File: src/rtl/tdm_ram.sv
`default_nettype none

module tdm_ram #(
    parameter int WIDTH = 8,
    parameter int DEPTH = 16
) (
    input  wire logic                     i_clk,
    input  wire logic                     i_we,
    input  wire logic [$clog2(DEPTH)-1:0] i_waddr,
    input  wire logic [WIDTH-1:0]         i_wdata,
    input  wire logic [$clog2(DEPTH)-1:0] i_raddr,
    output logic      [WIDTH-1:0]         o_rdata
);

    logic [WIDTH-1:0] r_mem [DEPTH];

    always_ff @(posedge i_clk) begin
        if (i_we) begin
            r_mem[i_waddr] <= i_wdata;
        end
        o_rdata <= r_mem[i_raddr];
    end

endmodule

`default_nettype wire

File: config.mk
export PLATFORM = sky130hd
export DESIGN_NAME = tdm_ram
export DESIGN_NICKNAME = d
export VERILOG_FILES = /design/src/rtl/tdm_ram.sv
export SDC_FILE = /design/constraint.sdc
export NUM_CORES = 1
export LEC_CHECK = 0
export ABC_AREA = 1
export BUFFER_PORTS_ARGS = -buffer_cell sky130_fd_sc_hd__buf_4
export CAP_MARGIN = 20
export CELL_PAD_IN_SITES_DETAIL_PLACEMENT = 1
export CELL_PAD_IN_SITES_GLOBAL_PLACEMENT = 2
export CORE_MARGIN = 10
export CORE_UTILIZATION = 24
export CTS_BUF_LIST = sky130_fd_sc_hd__clkbuf_8
export DETAILED_ROUTE_END_ITERATION = 6
export PLACE_DENSITY_LB_ADDON = 0.08
export SLEW_MARGIN = 10
export SYNTH_ARGS = -nofsm -noshare
export SYNTH_HDL_FRONTEND = slang
export SYNTH_SLANG_ARGS = --single-unit
File: constraint.sdc
create_clock -name i_clk -period 1.1 [get_ports i_clk]
set_clock_uncertainty 0.1 [all_clocks]
set_input_delay 0.11 -clock i_clk [delete_from_list [all_inputs] [get_ports i_clk]]
set_output_delay 0.11 -clock i_clk [all_outputs]
set_load 0.02 [all_outputs]
Yosys cells after proc, flatten, opt, wreduce, memory -nomap -nowiden
Memories as Yosys holds them, arrays and structs flattened. A register that Yosys moved wholly into a read port is not among the register bits.
Index checks and enable logic that the tools add are counted.
{"block": "totals", "input_bits": 18, "reg_bits": 0, "mem_count": 1, "output_inout_bits": 8, "ram_bits": 128, "wordCells": 3}
{"block": "classes", "muxes": 2}
{"memory": "r_mem", "words": 16, "width": 8, "read_ports": 1, "rd_ports_with_merged_regs": 1, "write_ports": 1, "line_no": "15", "rtl": "logic [WIDTH-1:0] r_mem [DEPTH];"}
{"cell": "$mux W1", "count": 2}

Depth between registers and ports, before layout
Gate-level depths: netlist of run 1.
{"block": "depth", "word_depth": 2, "ltp_mapped": 8, "depth_no_buf": 7}

Worst setup path before layout of run 1
No wires, ideal clock.
{"block": "synth_timing", "path_type": "in2reg", "from": "input port i_waddr[3]", "to": "memory r_mem[4][0], enable pin", "stages": 2, "arrival_ps": 691, "slack_ps": -61, "required_time_ps": 630, "setup_time_ps": 370, "path_buffers": 0, "path_cell_list": "nand3b_1 > nor2_1"}
{"element": "start: declaration", "line_no": "9", "rtl": "input wire logic [$clog2(DEPTH)-1:0] i_waddr,"}
{"element": "end: declaration", "line_no": "15"}
No word-level cell before the write port.

Worst setup path after layout of run 1
{"block": "layout_timing", "from": "register o_rdata[7], read port of r_mem", "to": "output port o_rdata[7]"}
{"element": "start: declaration", "line_no": "12", "rtl": "output logic [WIDTH-1:0] o_rdata"}
No word-level cell between the ends.

==> qor.txt, run 1 <==
Status: finished with violations
Failing checks: setup timing
Port Buf Inserts: 25
Area grow syn2layout: 25.47%
H-tree depth reported by CTS: 4
Total track usage: 10.86%
Via density: 4.100
Footprint of the multi-input gates: 1334 µm²
I/O pins: 26
Max incr delay on CP: 0.35 ns
Nets: 628
Core Footprint: 23540 µm²
Via Count: 3862
Antenna violations before repair: 0
Min Hold Slack: 0.03881 ns
Gpl congestion: 0.7070
Family with the most delay on the worst path: flip-flops
Seq pwr share: 53.3%
Final period utilization: 100.4%
Sequential cell area fraction in the yosys report: 69.43%
Psw: 2693 µW
Dpl hpwl: 10750 µm
Filler cells: 2701
Max_cap viols: 0
Clk_lat worst skew: 0.43 ns
Peak supply drop: 631.9 µV
Clock power share: 37.9%
Total clock sinks: 136
Chip height: 175.0 µm
Final instance area: 7236 µm²
CP endpoint kind: output port
CTS tree: yes
Std cell rows: 56
DR WL/cell: 17.12 µm
DRT Pass-1 Iters: 4
Worst endpoint required time: 0.89 ns
Worst-Margin Slew: 0.4904 ns
Number of buffers and inverters on the critical path: 1
RSZ-0062 raised after global routing: true
Die area: 30630 µm²
End-of-flow core utilization: 30.73%
Startpoint Class: flip-flop
Final setup vio count: 3
Critical path class: flip-flop to output port
FF-to-FF setup slack: 0.07 ns
Switching Share: 24.63%
CTS max path bufs: 2
Leakage: 0.003023 µW
Cell count after synthesis: 551
Fin. max-slew vios: 0
Synthesized Nets: 569
Fmax: 905.4 MHz
Final hold viol count: 0
Type of the most critical hold path: primary input to flip-flop
DR top layer: met4
Pre-CTS worst setup slack: -0.2082 ns
CTS Root Cell: clkbuf_8
Detailed router's first-iteration violation count: 133
Min Tclk post-route: 1.105 ns
Share of layout cells above drive strength 1: 19.42%
# diodes: 0
Die X: 175.0 µm
Register Area: 4014 µm²
CTS Buf Count: 17
Rel. slew slack: 67.27%
Metal3 WL: 303 µm
First-pass GRT wire length: 24850 µm
Initial Util: 24.50%
Synth Warn #: 0
WL met2: 7804 µm
Crit path arrival time: 0.89 ns
DRT met1 WL: 7718 µm
Vias in the first global route: 4223
Syn Std Cell Area: 5767 µm²
Worst-path clk slew: 0.08 ns
Final WS setup: -0.004506 ns
Slowest-stage cell, CP: dfxtp_2
Comb power frac: 8.8%
Flops & latches, synth: 136
Post-CTS setup buffers: 0
Post-Route WL: 16120 µm
Total gr overflow: 0
Distinct cells, synth: 12
Int Pwr: 8240 µW
Pwr Density: 1511 nW/µm²
DRC violations left: 0
Worst-path maximum fanout: 1
Syn Area/Cell: 10.47 µm²
Antenna Violating Nets Remaining: 0
Largest net degree at the start of global routing: 37
Area after DPL: 6600 µm²
Critical path cell sequence: buf_6
[final cells by class]
class | count | area share [%]
well taps | 319 | 5.516
clock inverters | 14 | 2.075
clock buffers | 18 | 3.424
repair buffers | 64 | 9.787
inverters | 102 | 5.291
multi-input cells | 289 | 18.43
flip-flops and latches | 136 | 55.47
[repair_timing]
item | in CTS | in global routing
resized for setup | 20 | 17
hold buffers | 9 | 0
pin swaps | 0 | 10
setup endpoints to repair | 11 | 16
endpoints found under the hold margin | 130 | 0
[registers in the layout, summed over array words and instances, names as in the netlist]
register / flops
o_rdata: 8
r_mem: 128
[through the flow]
step / cells / total power (µW) / setup TNS (ns)
after floorplan: 551 / 6383 / -5.196
after global placement: 901 / 6843 / -13.02
after detailed placement: 901 / 6853 / -14.36
after CTS: 942 / 11120 / -0.3061
after global routing: 942 / 11440 / -0.5066
final: 942 / 10930 / -0.01088
[tightest hold or removal path, cell delays in order]
cell,delay (ns)
buf_4,0.13
nand3_1,0.09
nand3_1,0.09
nand3_1,0.07
nand2_1,0.06
[final timing paths]
kind,depth (start not counted),startpoint,endpoint
max reg2reg,6,r_mem[13][2],o_rdata[2]
max,1,o_rdata[7],o_rdata[7]
min,5,i_raddr[1],o_rdata[0]
min reg2reg,6,r_mem[2][0],o_rdata[0]
[power groups by stage]
stage | Clock (µW) | Sequential, µW | Combinational, µW
floorplan | 0 | 5970 | 412
global placement | 0 | 5940 | 906
detailed placement | 0 | 5940 | 917
CTS | 4310 | 5830 | 974
global route | 4520 | 5840 | 1080
finish | 4140 | 5830 | 962
[cells in the final DEF (no fill, tap or decap)]
cell	n
buf_12	14
buf_4	33
buf_6	8
bufinv_16	2
clkbuf_8	18
clkinv_2	1
clkinv_4	3
clkinvlp_4	5
dfxtp_2	8
dlygate4sd3_1	9
edfxtp_1	128
inv_1	101
inv_2	2
inv_6	2
nand2_1	173
nand3_1	77
nand3_2	19
nand3_4	1
nand3b_1	2
nor2_1	12
nor2_2	5
[synthesized netlist by cell type]
library cell	count	share of area [%]
nand3_1	97	8.4
dfxtp_1	8	2.8
inv_1	100	6.5
nand2_1	173	11
buf_1	1	0.065
inv_2	2	0.13
buf_4	4	0.52
edfxtp_1	128	67
buf_2	13	1.1
nand3b_1	2	0.26
nor2_1	17	1.1
buf_6	6	1.2
[per-layer routing]
| metal | vias up | global-route usage, % |
|---|---|---|
| li1 | 1888 | - |
| met1 | 1925 | 13.48 |
| met2 | 34 | 18.03 |
| met3 | 15 | 2.393 |
| met4 | 0 | 4.133 |
| met5 | - | 0 |
[cells by family (layout without fill, tap and decap cells)]
group,Yosys count,after routing,synth area share (%)
buffers and inverters,126,198,9.525
DFF,136,136,69.43
and+or+nand+nor,289,289,21.05
No activity file was read; power rests on OpenSTA's default activity.
==> run 2: changes to the inputs <==
--- a/config.mk
+++ b/config.mk
@@ -12,9 +12,9 @@
 export CELL_PAD_IN_SITES_GLOBAL_PLACEMENT = 2
 export CORE_MARGIN = 10
 export CORE_UTILIZATION = 24
-export CTS_BUF_LIST = sky130_fd_sc_hd__clkbuf_8
 export DETAILED_ROUTE_END_ITERATION = 6
 export PLACE_DENSITY_LB_ADDON = 0.08
+export SKIP_LAST_GASP = 1
 export SLEW_MARGIN = 10
 export SYNTH_ARGS = -nofsm -noshare
 export SYNTH_HDL_FRONTEND = slang
==> qor.txt, run 2 (synthesis results as in run 1) <==
Antenna Violating Nets Remaining: 0 (unchanged)
Final setup vio count: 0 (-3)
Via Count: 3905 (+1.1%)
Fin. max-slew vios: 0 (unchanged)
Pwr Density: 1683 nW/µm² (+11%)
Reg2Reg Depth: 6 (unchanged)
H-tree depth reported by CTS: 4 (unchanged)
Critical path cell sequence: buf_6
Startpoint Class: flip-flop
Area after DPL: 6600 µm² (unchanged)
Initial Util: 24.50% (unchanged)
Biggest regs: r_mem x128, o_rdata x8
Antenna violations before repair: 0 (unchanged)
I/O pins: 26 (unchanged)
Die area: 30630 µm² (unchanged)
Peak supply drop: 888.6 µV (+41%)
Vias in the first global route: 4257 (+0.81%)
DRC violations left: 0 (unchanged)
Final period utilization: 97.83% (-2.6 points)
Die X: 175.0 µm (unchanged)
Stages on worst setup path: 1 (unchanged)
Share of layout cells above drive strength 1: 18.62% (-0.80 points)
DRT Pass-1 Iters: 4 (unchanged)
First-pass GRT wire length: 25080 µm (+0.92%)
Comb power frac: 7.7% (-1.1 points)
CTS Buf Count: 17 (unchanged)
Nets: 628 (unchanged)
Type of the most critical hold path: primary input to flip-flop
Std cell rows: 56 (unchanged)
Largest net degree at the start of global routing: 37 (unchanged)
Crit path arrival time: 0.87 ns (-0.02 ns)
Total clock sinks: 136 (unchanged)
Largest Register: r_mem
Core Footprint: 23540 µm² (unchanged)
CP endpoint kind: output port
Post-Route WL: 16210 µm (+0.51%)
Clk_lat worst skew: 0.41 ns (-0.02 ns)
Worst endpoint required time: 0.89 ns (about the same)
Psw: 2890 µW (+7.3%)
Via density: 4.145 (+1.1%)
Rel. slew slack: 68.56% (+1.3 points)
Family with the most delay on the worst path: flip-flops
Detailed router's first-iteration violation count: 129 (-3.0%)
Area grow syn2layout: 28.49%
Commonest non-fill, non-tap cells in the layout: nand2_1, edfxtp_1, inv_1
Total gr overflow: 0 (unchanged)
Gpl congestion: 0.7070 (unchanged)
Leakage: 0.003100 µW (+2.5%)
Clock power share: 45.5% (+7.6 points)
RSZ-0062 raised after global routing: true
Largest register FFs: 128 (unchanged)
Critical path class: flip-flop to output port
WHS Path Cells: 5 (unchanged)
Filler cells: 2679 (-0.81%)
Min Tclk post-route: 1.076 ns (-0.02833 ns)
Seq pwr share: 46.8% (-6.5 points)
Max incr delay on CP: 0.34 ns (about the same)
Status: finished clean
CTS max path bufs: 2 (unchanged)
Final instance area: 7410 µm² (+2.4%)
Port Buf Inserts: 25 (unchanged)
Worst-Margin Slew: 0.4711 ns (-0.01928 ns)
CTS Root Cell: clkbuf_16
Chip height: 175.0 µm (unchanged)
Worst-path maximum fanout: 1 (unchanged)
# diodes: 0 (unchanged)
Number of buffers and inverters on the critical path: 1 (unchanged)
Post-CTS setup buffers: 0 (unchanged)
End-of-flow core utilization: 31.47% (+0.74 points)
Worst-path clk slew: 0.06 ns (-0.02 ns)
Total track usage: 10.94% (+0.082 points)
CTS tree: yes
Max_cap viols: 0 (unchanged)
Int Pwr: 9579 µW (+16%)
Final hold viol count: 0 (unchanged)
DR WL/cell: 17.20 µm (+0.51%)
Commonest non-fill, non-tap cell in the layout: nand2_1
Slowest-stage cell, CP: dfxtp_2
Dpl hpwl: 10750 µm (unchanged)
Fmax: 929.2 MHz (+2.6%)
Switching Share: 23.18% (-1.5 points)
-- run 2: routing by layer --
| metal | part of all wire [%] | up-vias | wire, µm | track usage (%) |
|---|---|---|---|---|
| met2 | 49 | 51 | 7921 | 18.26 |
| met4 | 1.1 | 0 | 180 | 3.497 |
| li1 | - | 1890 | - | - |
| met3 | 2.9 | 7 | 463 | 2.759 |
| met5 | 0 | - | 0 | 0 |
| met1 | 47 | 1957 | 7641 | 13.54 |
-- run 2: layout make-up --
class                   instances  area (µm²)  area share [%]
clock buffers                  19       442.9           5.978
flip-flops and latches        136        4011           54.14
repair buffers                 64       708.2           9.558
clock inverters                13       146.4           1.976
well taps                     319       399.1           5.387
multi-input cells             289        1319           17.80
inverters                     102       382.9           5.167
-- run 2: timing repair --
action                                  CTS  global route
pin swaps                                 0             5
resized for setup                        10            22
endpoints found under the hold margin   130             0
endpoints found under the setup margin    8            15
hold buffers                              9             0
-- run 2: worst paths after layout --
kind,start,end,slack [ns]
worst max register to register,r_mem[11][2],o_rdata[2],0.06
worst max-delay path,o_rdata[0],o_rdata[0],0.02
worst min-delay path,i_raddr[1],o_rdata[0],0.07
worst min register to register,r_mem[2][0],o_rdata[0],0.58
-- run 2: power by group through the flow --
stage	Combinational, µW	Clock (µW)	Sequential, µW
finish	958	5680	5840
global route	1070	6080	5850
CTS	961	5840	5830
detailed placement	917	0	5940
global placement	906	0	5940
floorplan	412	0	5970
-- run 2: stage by stage --
| step | TNS (ns) | setup slack [ns] | instances | hold slack [ns] | power (µW) |
|---|---|---|---|---|---|
| finish | 0 | 0.02382 | 942 | 0.06666 | 12470 |
| global route | -0.1461 | -0.03237 | 942 | 0.06741 | 12990 |
| CTS | -0.03700 | -0.02690 | 942 | 0.05632 | 12630 |
| detailed placement | -14.36 | -0.2082 | 901 | 0.3472 | 6853 |
| global placement | -13.02 | -0.1813 | 901 | 0.3450 | 6843 |
| floorplan | -5.196 | -0.06084 | 551 | 0.1089 | 6383 |
